$ cat src/rqpd_pkg.sv
// Shared types and constants for the receive queue packet deframer.
package rqpd_pkg;

  // Fixed field widths
  localparam int TERM_W   = 5;   // terminator count, wraps at 32
  localparam int CNT_W    = 8;   // drop and bad frame counters
  localparam int IDX_W    = 3;   // byte index and packet length
  localparam int STAT_W   = 3;
  localparam int MAX_DATA = 7;   // data bytes kept for one packet

  // Operation codes
  localparam logic [1:0] OP_PUSH = 2'd0;
  localparam logic [1:0] OP_POP  = 2'd1;
  localparam logic [1:0] OP_READ = 2'd2;

  // Result status codes
  localparam logic [STAT_W-1:0] ST_OK        = 3'd0;
  localparam logic [STAT_W-1:0] ST_EMPTY     = 3'd1;
  localparam logic [STAT_W-1:0] ST_DROPPED   = 3'd2;
  localparam logic [STAT_W-1:0] ST_CKSUM     = 3'd3;
  localparam logic [STAT_W-1:0] ST_MALFORMED = 3'd4;

  // Controller states
  typedef enum logic [8:0] {
    S_IDLE     = 9'b000000001,
    S_PUSH     = 9'b000000010,
    S_POP      = 9'b000000100,
    S_POP_DATA = 9'b000001000,
    S_RD_START = 9'b000010000,
    S_SCAN     = 9'b000100000,
    S_REPLY    = 9'b001000000,
    S_EMIT     = 9'b010000000,
    S_SPARE    = 9'b100000000
  } state_t;

  // Commands from controller to datapath
  typedef struct packed {
    logic accept;
    logic push;
    logic pop_start;
    logic pop_capture;
    logic read_start;
    logic scan;
    logic reply;
    logic emit;
  } dp_cmd_t;

  // Status from datapath to controller
  typedef struct packed {
    logic ring_empty;
    logic tc_zero;
    logic scan_end;
    logic scan_good;
    logic emit_last;
    logic out_free;
  } dp_stat_t;

endpackage

$ cat src/rqpd_ram.sv
// Generic single-write, single-read RAM with registered read data.
module rqpd_ram #(
  parameter int WIDTH = 8,
  parameter int DEPTH = 32
) (
  input  logic                     clk,
  input  logic                     we,
  input  logic [$clog2(DEPTH)-1:0] waddr,
  input  logic [WIDTH-1:0]         wdata,
  input  logic [$clog2(DEPTH)-1:0] raddr,
  output logic [WIDTH-1:0]         rdata
);

  logic [WIDTH-1:0] mem [DEPTH];

  // Write port
  always_ff @(posedge clk) begin
    if (we) begin
      mem[waddr] <= wdata;
    end
  end

  // Registered read port
  always_ff @(posedge clk) begin
    rdata <= mem[raddr];
  end

endmodule

$ cat src/rqpd_ctrl.sv
// Controller state machine: sequences push, pop and packet read operations.
module rqpd_ctrl (
  input  logic               clk,
  input  logic               rst,
  input  logic               in_valid,
  input  logic [1:0]         op,
  output logic               in_ready,
  input  rqpd_pkg::dp_stat_t stat,
  output rqpd_pkg::dp_cmd_t  cmd
);

  rqpd_pkg::state_t state, state_next;

  // Hold state
  always_ff @(posedge clk) begin
    if (rst) begin
      state <= rqpd_pkg::S_IDLE;
    end else begin
      state <= state_next;
    end
  end

  assign in_ready = (state == rqpd_pkg::S_IDLE);

  // Decode commands and advance
  always_comb begin
    cmd        = '0;
    state_next = state;
    unique case (state)
      rqpd_pkg::S_IDLE: begin
        if (in_valid) begin
          cmd.accept = 1'b1;
          unique case (op)
            rqpd_pkg::OP_PUSH: state_next = rqpd_pkg::S_PUSH;
            rqpd_pkg::OP_POP:  state_next = rqpd_pkg::S_POP;
            rqpd_pkg::OP_READ: state_next = rqpd_pkg::S_RD_START;
            default:           state_next = rqpd_pkg::S_IDLE;
          endcase
        end
      end
      rqpd_pkg::S_PUSH: begin
        cmd.push   = 1'b1;
        state_next = rqpd_pkg::S_REPLY;
      end
      rqpd_pkg::S_POP: begin
        cmd.pop_start = 1'b1;
        state_next    = stat.ring_empty ? rqpd_pkg::S_REPLY : rqpd_pkg::S_POP_DATA;
      end
      rqpd_pkg::S_POP_DATA: begin
        cmd.pop_capture = 1'b1;
        state_next      = rqpd_pkg::S_REPLY;
      end
      rqpd_pkg::S_RD_START: begin
        cmd.read_start = 1'b1;
        state_next     = stat.tc_zero ? rqpd_pkg::S_REPLY : rqpd_pkg::S_SCAN;
      end
      rqpd_pkg::S_SCAN: begin
        cmd.scan = 1'b1;
        if (stat.scan_end) begin
          state_next = stat.scan_good ? rqpd_pkg::S_EMIT : rqpd_pkg::S_REPLY;
        end
      end
      rqpd_pkg::S_REPLY: begin
        if (stat.out_free) begin
          cmd.reply  = 1'b1;
          state_next = rqpd_pkg::S_IDLE;
        end
      end
      rqpd_pkg::S_EMIT: begin
        if (stat.out_free) begin
          cmd.emit = 1'b1;
          if (stat.emit_last) begin
            state_next = rqpd_pkg::S_IDLE;
          end
        end
      end
      default: state_next = rqpd_pkg::S_IDLE;
    endcase
  end

endmodule

$ cat src/rqpd_dp.sv
// Datapath: ring pointers, counters, frame scan registers and output register.
module rqpd_dp #(
  parameter int QUEUE_DEPTH    = 32,
  parameter int MAX_FRAME_SCAN = 9
) (
  input  logic                                clk,
  input  logic                                rst,
  input  rqpd_pkg::dp_cmd_t                   cmd,
  output rqpd_pkg::dp_stat_t                  stat,
  input  logic [7:0]                          rx_byte,
  input  logic                                out_ready,
  output logic                                out_valid,
  output logic [7:0]                          data_byte,
  output logic [rqpd_pkg::IDX_W-1:0]          byte_index,
  output logic                                last,
  output logic [rqpd_pkg::STAT_W-1:0]         status,
  output logic [rqpd_pkg::IDX_W-1:0]          packet_length,
  output logic [rqpd_pkg::CNT_W-1:0]          overflow_count,
  output logic [rqpd_pkg::CNT_W-1:0]          checksum_error_count,
  output logic [rqpd_pkg::TERM_W-1:0]         pending_packets
);

  localparam int PW = $clog2(QUEUE_DEPTH);
  localparam int SW = $clog2(MAX_FRAME_SCAN + 1);

  // Control registers
  logic [PW-1:0]               rp, wp;
  logic [rqpd_pkg::TERM_W-1:0] tc;
  logic [rqpd_pkg::CNT_W-1:0]  drop_cnt, bad_cnt;

  // Payload registers
  logic [7:0]                  byte_hold;
  logic [7:0]                  reply_data;
  logic [rqpd_pkg::STAT_W-1:0] reply_status;
  logic [SW-1:0]               scan_cnt;
  logic [6:0]                  acc;
  logic [7:0]                  eighth;
  logic [6:0]                  data_buf [rqpd_pkg::MAX_DATA];
  logic [rqpd_pkg::IDX_W-1:0]  frame_len;
  logic [rqpd_pkg::IDX_W-1:0]  emit_idx;

  logic [PW-1:0]               wp_inc, rp_inc;
  logic                        ring_full, ring_empty, tc_zero;
  logic [7:0]                  ram_q;
  logic                        is_data, last_slot, short_frame, crc_ok;
  logic [rqpd_pkg::IDX_W-1:0]  frame_len_c;
  logic [6:0]                  crc;

  function automatic logic [PW-1:0] ptr_inc(input logic [PW-1:0] p);
    return (p == PW'(QUEUE_DEPTH - 1)) ? '0 : p + 1'b1;
  endfunction

  // Ring bookkeeping
  assign wp_inc     = ptr_inc(wp);
  assign rp_inc     = ptr_inc(rp);
  assign ring_full  = (wp_inc == rp);
  assign ring_empty = (rp == wp);
  assign tc_zero    = (tc == '0);

  rqpd_ram #(
    .WIDTH (8),
    .DEPTH (QUEUE_DEPTH)
  ) u_ring (
    .clk   (clk),
    .we    (cmd.push && !ring_full),
    .waddr (wp),
    .wdata (byte_hold),
    .raddr (rp),
    .rdata (ram_q)
  );

  // Classify the scanned byte; bit 7 of restored bytes drops out of the 7-bit sum
  assign is_data     = ram_q[7];
  assign last_slot   = (scan_cnt == SW'(MAX_FRAME_SCAN - 1));
  assign short_frame = (scan_cnt < SW'(2));
  assign frame_len_c = rqpd_pkg::IDX_W'(scan_cnt - 1'b1);
  assign crc         = acc + 7'(frame_len_c);
  assign crc_ok      = (crc == ram_q[6:0]);

  assign stat.ring_empty = ring_empty;
  assign stat.tc_zero    = tc_zero;
  assign stat.scan_end   = !is_data || last_slot;
  assign stat.scan_good  = !is_data && !short_frame && crc_ok;
  assign stat.emit_last  = (emit_idx == frame_len - 3'd1);
  assign stat.out_free   = !out_valid || out_ready;

  // Update pointers, counters and output valid
  always_ff @(posedge clk) begin
    if (rst) begin
      rp        <= '0;
      wp        <= '0;
      tc        <= '0;
      drop_cnt  <= '0;
      bad_cnt   <= '0;
      out_valid <= 1'b0;
    end else begin
      if (cmd.push) begin
        if (ring_full) begin
          drop_cnt <= drop_cnt + 1'b1;
          if (tc_zero) begin
            rp <= '0;
            wp <= '0;
          end
        end else begin
          wp <= wp_inc;
          if (!byte_hold[7]) begin
            tc <= tc + 1'b1;
          end
        end
      end
      if (cmd.pop_start && !ring_empty) begin
        rp <= rp_inc;
      end
      if (cmd.read_start && !tc_zero) begin
        rp <= rp_inc;
      end
      if (cmd.scan) begin
        if (is_data) begin
          if (last_slot) begin
            bad_cnt <= bad_cnt + 1'b1;
          end else begin
            rp <= rp_inc;
          end
        end else begin
          tc <= tc - 1'b1;
          if (short_frame || !crc_ok) begin
            bad_cnt <= bad_cnt + 1'b1;
          end
        end
      end
      if (cmd.reply || cmd.emit) begin
        out_valid <= 1'b1;
      end else if (out_ready) begin
        out_valid <= 1'b0;
      end
    end
  end

  // Capture operands, scan bytes and load the output word
  always_ff @(posedge clk) begin
    if (cmd.accept) begin
      byte_hold <= rx_byte;
    end
    if (cmd.push) begin
      reply_data   <= '0;
      reply_status <= ring_full ? rqpd_pkg::ST_DROPPED : rqpd_pkg::ST_OK;
    end
    if (cmd.pop_start) begin
      reply_data   <= '0;
      reply_status <= ring_empty ? rqpd_pkg::ST_EMPTY : rqpd_pkg::ST_OK;
    end
    if (cmd.pop_capture) begin
      reply_data <= ram_q;
    end
    if (cmd.read_start) begin
      reply_data   <= '0;
      reply_status <= rqpd_pkg::ST_EMPTY;
      scan_cnt     <= '0;
      acc          <= '0;
    end
    if (cmd.scan) begin
      if (is_data) begin
        if (int'(scan_cnt) < rqpd_pkg::MAX_DATA) begin
          data_buf[rqpd_pkg::IDX_W'(scan_cnt)] <= ram_q[6:0];
        end
        eighth   <= ram_q;
        acc      <= acc + ram_q[6:0];
        scan_cnt <= scan_cnt + 1'b1;
        if (last_slot) begin
          reply_status <= rqpd_pkg::ST_MALFORMED;
        end
      end else begin
        frame_len <= frame_len_c;
        emit_idx  <= '0;
        if (short_frame) begin
          reply_status <= rqpd_pkg::ST_MALFORMED;
        end else if (!crc_ok) begin
          reply_status <= rqpd_pkg::ST_CKSUM;
        end else begin
          reply_status <= rqpd_pkg::ST_OK;
        end
      end
    end
    if (cmd.reply) begin
      data_byte            <= reply_data;
      byte_index           <= '0;
      last                 <= 1'b1;
      status               <= reply_status;
      packet_length        <= '0;
      overflow_count       <= drop_cnt;
      checksum_error_count <= bad_cnt;
      pending_packets      <= tc;
    end
    if (cmd.emit) begin
      // Restore bit 7 from the eighth-bits byte
      data_byte            <= {eighth[emit_idx], data_buf[emit_idx]};
      byte_index           <= emit_idx;
      last                 <= stat.emit_last;
      status               <= rqpd_pkg::ST_OK;
      packet_length        <= frame_len;
      overflow_count       <= drop_cnt;
      checksum_error_count <= bad_cnt;
      pending_packets      <= tc;
      emit_idx             <= emit_idx + 1'b1;
    end
  end

endmodule

$ cat src/rx_queue_packet_deframer_top.sv
// Top level of the receive queue packet deframer: controller, datapath, checks.
//
//   channel | direction | handshake            | payload
//   --------+-----------+----------------------+----------------------------------------
//   in      | input     | in_valid / in_ready  | op, rx_byte
//   out     | output    | out_valid / out_ready| data_byte, byte_index, last, status,
//           |           |                      | packet_length, overflow_count,
//           |           |                      | checksum_error_count, pending_packets
//
// One word is taken at a time. A packet read scans s ring entries one per cycle through
// the ring RAM's registered read port (s up to MAX_FRAME_SCAN), then sends n result words
// (n = 1 for a status word, else the packet length), one per cycle while the output is
// free.
// Reset clears pointers, counters and the controller; ring contents are not cleared.
// A stalled result waits in the output register; a new word is accepted meanwhile.
module rx_queue_packet_deframer_top #(
  parameter int QUEUE_DEPTH    = 32,
  parameter int MAX_FRAME_SCAN = 9
) (
  input  logic       clk,
  input  logic       rst,
  input  logic       in_valid,
  output logic       in_ready,
  input  logic [1:0] op,
  input  logic [7:0] rx_byte,
  output logic       out_valid,
  input  logic       out_ready,
  output logic [7:0] data_byte,
  output logic [2:0] byte_index,
  output logic       last,
  output logic [2:0] status,
  output logic [2:0] packet_length,
  output logic [7:0] overflow_count,
  output logic [7:0] checksum_error_count,
  output logic [4:0] pending_packets
);

  rqpd_pkg::dp_cmd_t  cmd;
  rqpd_pkg::dp_stat_t stat;

  rqpd_ctrl u_ctrl (
    .clk      (clk),
    .rst      (rst),
    .in_valid (in_valid),
    .op       (op),
    .in_ready (in_ready),
    .stat     (stat),
    .cmd      (cmd)
  );

  rqpd_dp #(
    .QUEUE_DEPTH    (QUEUE_DEPTH),
    .MAX_FRAME_SCAN (MAX_FRAME_SCAN)
  ) u_dp (
    .clk                  (clk),
    .rst                  (rst),
    .cmd                  (cmd),
    .stat                 (stat),
    .rx_byte              (rx_byte),
    .out_ready            (out_ready),
    .out_valid            (out_valid),
    .data_byte            (data_byte),
    .byte_index           (byte_index),
    .last                 (last),
    .status               (status),
    .packet_length        (packet_length),
    .overflow_count       (overflow_count),
    .checksum_error_count (checksum_error_count),
    .pending_packets      (pending_packets)
  );

  // An ignored operation code leaves the block ready
  a_unknown_op_idle: assert property (@(posedge clk) disable iff (rst)
    in_valid && in_ready && (op != rqpd_pkg::OP_PUSH) && (op != rqpd_pkg::OP_POP) &&
    (op != rqpd_pkg::OP_READ) |=> in_ready)
    else $error("ignored operation left the block busy");

  // Every word with an error status is a single, final word
  a_status_last: assert property (@(posedge clk) disable iff (rst)
    out_valid && (status != rqpd_pkg::ST_OK) |->
    last && (byte_index == 3'd0) && (packet_length == 3'd0))
    else $error("status word not marked last or carries packet fields");

  // Packet data words stay within the decoded length
  a_index_in_len: assert property (@(posedge clk) disable iff (rst)
    out_valid && (packet_length != 3'd0) |->
    (byte_index < packet_length) && (status == rqpd_pkg::ST_OK) &&
    (last == (byte_index == packet_length - 3'd1)))
    else $error("packet data word index or last mark out of place");

endmodule
$ cat config.mk
export PLATFORM = sky130hd
export DESIGN_NAME = rx_queue_packet_deframer_top
export DESIGN_NICKNAME = d
export VERILOG_FILES = /design/src/rqpd_pkg.sv /design/src/rqpd_ram.sv /design/src/rqpd_ctrl.sv /design/src/rqpd_dp.sv /design/src/rx_queue_packet_deframer_top.sv
export SDC_FILE = /design/constraint.sdc
export NUM_CORES = 1
export LEC_CHECK = 0
export BUFFER_PORTS_ARGS = -buffer_cell sky130_fd_sc_hd__buf_2
export CAP_MARGIN = 40
export CORE_UTILIZATION = 50
export DETAILED_ROUTE_END_ITERATION = 6
export PLACE_DENSITY = 0.66
export SYNTH_ARGS = -nofsm -noshare
export SYNTH_HDL_FRONTEND = slang
export SYNTH_SLANG_ARGS = --single-unit
export TNS_END_PERCENT = 10
$ cat constraint.sdc
create_clock -name clk -period 5 [get_ports clk]
set_clock_uncertainty 0.2 [all_clocks]
set_input_delay 0.75 -clock clk [delete_from_list [all_inputs] [get_ports clk]]
set_output_delay 0.75 -clock clk [all_outputs]
set_load 0.01 [all_outputs]
# Yosys cells after proc, flatten, opt, wreduce, memory -nomap -nowiden
# Memory sizes are Yosys's and may differ from the RTL's. A register that Yosys moved wholly into a read port is not among the register bits.
# Index checks and enable logic that the tools add are counted.
# totals
rom_bits	0
ram_bits	305
inputBits	14
memories	2
latch_bits	0
regBits	123
# op_classes
add_sub_neg	12
n_reduce_logical	31
mul	0
eq_ne	25
bitwise	1
div	0
muxes	86
shift	0
n_lt_le_gt_ge	3
# memory_table
memory	depth	width	read_ports	rd_clocked_by_memory_dff	wr	line_no	rtl
u_dp.u_ring.mem	32	8	1	1	1	rqpd_ram.sv:14	logic [WIDTH-1:0] mem [DEPTH];
u_dp.data_buf	7	7	1	1	1	rqpd_dp.sv:38	logic [6:0] data_buf [rqpd_pkg::MAX_DATA];
# op_table
cell	n
8-bit 2-to-1 mux	13
5-bit 2-to-1 mux	19
9-bit one-hot mux with 7 select lines	1
9-bit 2-to-1 mux	5
3-bit 2-to-1 mux	14
7-bit 2-to-1 mux	5
1-bit 2-to-1 mux	22
8-bit by 1-bit adder with 8-bit output, second input constant	2
5-bit by 1-bit adder with 5-bit output, second input constant	3
5-bit one-hot mux with 3 select lines	1
4-bit 2-to-1 mux	3
2-bit inequality test, second input constant	6
5-bit equality test	2
5-bit equality test, second input constant	2
2-bit AND reduction	5
9-bit by 1-bit equality test with 1-bit output, second input constant	1
9-bit by 2-bit equality test with 1-bit output, second input constant	1
9-bit by 3-bit equality test with 1-bit output, second input constant	1
9-bit by 4-bit equality test with 1-bit output, second input constant	1
9-bit by 5-bit equality test with 1-bit output, second input constant	1
9-bit by 6-bit equality test with 1-bit output, second input constant	1
9-bit by 7-bit equality test with 1-bit output, second input constant	1
9-bit by 8-bit equality test with 1-bit output, second input constant	1
2-bit nonzero test	4
27 further kinds	43

# Logic depth before layout (Yosys ltp)
# logic_depth
depth_word	10
mapped_depth	12
depth_no_buf	11

# Hierarchy
# From an unflattened synthesis, not the netlist that was laid out.
# hier_totals
hier_cells	1084
hier_area_um2	17877.1
# by_module_without_submodules
module	area_each_um2	n_inst	cells_per_inst
rqpd_ram	10053.4	1	417
rqpd_dp	7287.0	1	601
rqpd_ctrl	536.8	1	66

# Worst setup path before layout
# Ideal clock, no wire load.
# synth_timing
path_type	register to register
start	register u_ctrl.state[0]
end	memory u_dp.data_buf[6][0] (enable)
setup_slack_ns	1.899
required_time_ns	4.407
arrival_time_ns	2.508
synth_period_minus_slack_ns	3.101
setup_ns	0.393
stages_incl_launch_ff	6
path_cell_list	dfxtp_1 nor4_1 and4b_1 nand2_1 or3_1 nor4b_1
# synth_via
elab_chain_len	4
# synth_lines
item	line_no	rtl
start, declared	rqpd_ctrl.sv:12	rqpd_pkg::state_t state, state_next;
start signal, assigned	rqpd_ctrl.sv:17	state <= rqpd_pkg::S_IDLE;
start signal, assigned	rqpd_ctrl.sv:19	state <= state_next;
9-bit by 6-bit equality test with 1-bit output	rqpd_ctrl.sv:29	unique case (state)
1-bit 2-to-1 mux	rqpd_ctrl.sv:29	
1-bit 2-to-1 mux	rqpd_dp.sv:161	if (cmd.scan) begin
1-bit 2-to-1 mux (not written as such)	rqpd_dp.sv:164	data_buf[rqpd_pkg::IDX_W'(scan_cnt)] <= ram_q[6:0];
end, declared	rqpd_dp.sv:38	
# No other way between the ends.

# Worst setup path after layout
# layout_timing
start	register u_dp.wp[0]
end	memory u_dp.u_ring.mem[21][3] (enable)
# layout_via
elab_chain_len	7
word_cells_on_any_way	8
cone_classes	1 x add/sub; 2 x eq/ne; 3 x mux; 2 x reduce/logical
# layout_lines
item	line_no	rtl
start, declared	rqpd_dp.sv:27	logic [PW-1:0] rp, wp;
start signal, assigned	rqpd_dp.sv:105	wp <= wp_inc;
5-bit by 1-bit adder with 5-bit output or 5-bit equality test (tied branches)	rqpd_dp.sv:50	return (p == PW'(QUEUE_DEPTH - 1)) ? '0 : p + 1'b1;
5-bit 2-to-1 mux	rqpd_dp.sv:50	
5-bit equality test	rqpd_dp.sv:56	assign ring_full = (wp_inc == rp);
1-bit logical NOT	rqpd_dp.sv:65	.we (cmd.push && !ring_full),
1-bit logical AND	rqpd_dp.sv:65	
1-bit 2-to-1 mux	rqpd_ram.sv:18	if (we) begin
1-bit 2-to-1 mux (not written as such)	rqpd_ram.sv:19	mem[waddr] <= wdata;
end, declared	rqpd_ram.sv:14	
# Several ways; a longest one is shown, not always the timed one.

==> flow_summary.json <==
{
  "path_buf_inv": 0,
  "path_clk_slew_ns": 0.06,
  "crit_family": "simple AND/OR/NAND/NOR gates",
  "cp_cell_sequence": "ha_1 > and3_1 > ha_1 > nor2b_1 > mux2i_1 > xor2_1 > a21oi_1 > nand2_1 > nor2_1",
  "gp_congestion": 0.8043,
  "crit_top_cell": "ha_1",
  "routedWlPerCell_um": 22.38,
  "n_antenna_cell": 0,
  "worstSetupPathType": "flip-flop to flip-flop",
  "min_period_ns": 4.118,
  "worst_ep_required_time_ns": 4.99,
  "num_vias": 9599,
  "antenna_found_initial": 0,
  "synth_largest_area_cell": "edfxtp_1",
  "endpoint_kind": "flip-flop",
  "root_buffer": "clkbuf_16",
  "yosys_warnings": 0,
  "mostFrequentLayoutCell": "edfxtp_1",
  "synth_fp_nets": 1127,
  "yosys.area.top_type_share_pct": 61.05,
  "critPathMaxFanout": 9,
  "initial_core_util_pct": 51.17,
  "finalNetCount": 1203,
  "status": "complete, no violations",
  "finalCritPeriodShare_pct": 82.36,
  "clkLatencyLatePin_ns": 0.56,
  "cts_hold_buf": 0,
  "syn_inst": 1086,
  "cap_violations": 0,
  "finalSetupViolations": 0,
  "setup_tns_ns": 0,
  "synth_edf_count": 362,
  "cts_buffers": 44,
  "worst_path_max_delay_cell": "nor2_1",
  "synthArstFlopShare_pct": 0,
  "die-area_um2": 36370,
  "drcViolationCount": 0,
  "fmax_mhz": 242.8,
  "grt_pass1_vias": 9455,
  "drtPass1Iterations": 5,
  "hold_path_class": "input pin to flip-flop",
  "fillerInstances": 2574,
  "crit_path_start_kind": "flip-flop",
  "power_density_nw_per_um2": 361.5,
  "area_growth_pct": 12.33,
  "place.detailed.hpwl_mm": 23.37,
  "timing.final.hold_violations": 0,
  "die_w_um": 190.7,
  "yosys_register_bits": 438,
  "hold_slack_ns": 0.1642,
  "rows": 68,
  "tightest_slew_ns": 0.8203,
  "mostFrequentLayoutCells": "362 x edfxtp_1, 97 x nor2_1, 88 x mux4_2",
  "postCtsResizedCells": 0,
  "core_um2": 34800,
  "postSynthAreaPerCell_um2": 16.40,
  "track_usage_pct": 21.33,
  "ir_worst_vdd_v": 0.0002616,
  "synth.area.top_cells": "edfxtp_1 61%, mux4_2 11%, dfxtp_1 8.5%",
  "drive_gt1_share_pct": 20.32,
  "cts.sinks": 438,
  "cts_tree": "built",
  "power.leakage_nw": 6.621,
  "critPathArrivalTime_ns": 4.11,
  "cpPeakStageDelay_ns": 0.70,
  "netlist-cell-type-count": 64,
  "grt_pass1_wl_mm": 57.07,
  "grt.overflow.total": 0,
  "io_buffers": 54,
  "io_pins": 55,
  "synth-main-ff-cell": "edfxtp_1",
  "cts_setup_buffers": 0,
  "cts_max_level": 2,
  "die_y_um": 190.7,
  "power_w": 0.007232,
  "viasPerCell": 5.814,
  "drt_iter0_drc": 860,
  "cts_buffer_depth": 3,
  "synth_area_um2": 17810,
  "regArea_um2": 12400,
  "wl_mm": 36.95,
  "rsz0062_at_grt": "no",
  "multi_input_area_um2": 5120,
  "grt_max_degree": 58,
  "slew_violations": 0,
  "slew-limit-headroom_pct": 45.16,
  "seq_area_frac_synth_pct": 69.59,
  "ant_nets": 0
}
-- cell usage after synthesis (3+ instances only) --
cell / instances
edfxtp_1: 362
nor2_1: 97
mux4_2: 88
dfxtp_1: 76
nand2_1: 56
o21ai_0: 47
clkbuf_1: 34
inv_1: 28
ha_1: 25
mux2i_1: 24
xnor2_1: 24
a21oi_1: 22
xor2_1: 18
nand3_1: 16
a22oi_1: 13
nor3_1: 13
and2_1: 10
and3_1: 9
mux2_2: 9
nand2b_1: 9
a21o_1: 8
buf_1: 8
nand4_1: 8
nor2b_1: 8
a211oi_1: 6
nand3b_1: 6
or3_1: 6
buf_2: 5
nor3b_1: 5
nor4b_1: 3
o31ai_1: 3
-- stage by stage --
step | instance area (um^2) | std cells | worst slack, ns | utilization (%)
floorplan | 17810 | 1086 | 1.899 | -
detailed placement | 18650 | 1570 | 0.8943 | 53.60
global route | 20000 | 1651 | 0.5739 | 57.48
CTS | 20000 | 1650 | 0.9538 | 57.47
global placement | 18610 | 1567 | 1.099 | 53.48
finish | 20000 | 1651 | 0.8821 | 57.48
-- power by group --
group          switching [W]  internal, W  leakage, nW
Sequential         0.0000106      0.00397         3.86
Clock                0.00134      0.00178        0.656
Combinational       0.000110    0.0000300         2.10
Total                0.00146      0.00578         6.62
-- registers in the layout, indices dropped and copies added, names as in the netlist, 7 cells and up, named ones only --
name / flops
u_dp.eighth: 7
u_dp.drop_cnt: 8
u_dp.acc: 7
u_dp.checksum_error_count: 8
u_dp.data_byte: 8
u_dp.u_ring.mem: 256
u_dp.reply_data: 8
u_dp.byte_hold: 8
u_dp.overflow_count: 8
u_dp.u_ring.rdata: 8
u_ctrl.state: 8
u_dp.data_buf: 49
u_dp.bad_cnt: 8
-- logic make-up (layout without fill, tap and decap cells) --
logic type | count (synthesis) | count (layout) | share of synthesized area [%]
xor gates and xnor gates | 42 | 42 | 2.066
adders and majority gates | 27 | 27 | 1.981
muxes | 121 | 121 | 13.05
and+or+nand+nor | 261 | 261 | 7.279
AOI/OAI and AO/OA | 121 | 121 | 4.378
DFF | 438 | 438 | 69.59
buffers and inverters | 76 | 186 | 1.658
-- worst register-to-register path, delay by kind of cell, from the launching register on --
family,cells,cell delay (ns)
xor+xnor,1,0.14
mux,1,0.20
compound gates,1,0.57
simple gates,4,1.59
flops,1,0.47
fa+ha+maj,2,0.58
-- cell type report --
class / count / share of cell area, %
repair buffers: 78 / 2.327
multi-input cells: 572 / 25.60
flip-flops and latches: 438 / 61.98
clock inverters: 20 / 0.7694
clock buffers: 60 / 5.961
inverters: 28 / 0.5254
well taps: 455 / 2.846
-- path summary, 6_finish.rpt --
check,startpoint,to,slack (ns),cells past startpoint
setup reg to reg,u_dp.wp[0],u_dp.u_ring.mem[21][3],0.88,9
hold reg to reg,u_dp.bad_cnt[7],u_dp.checksum_error_count[7],0.25,0
hold / removal,rx_byte[1],u_dp.byte_hold[1],0.16,1
setup / recovery,u_dp.wp[0],u_dp.u_ring.mem[21][3],0.88,9
-- layer usage --
layer / up-vias / global-route usage [%] / share of wire, %
met3: 49 / 4.177 / 7.2
met1: 4827 / 30.68 / 44
met2: 357 / 33.51 / 47
li1: 4366 / - / -
met5: - / 0 / 0
met4: 0 / 5.292 / 1.7
Power figures use the tool's default switching activity.
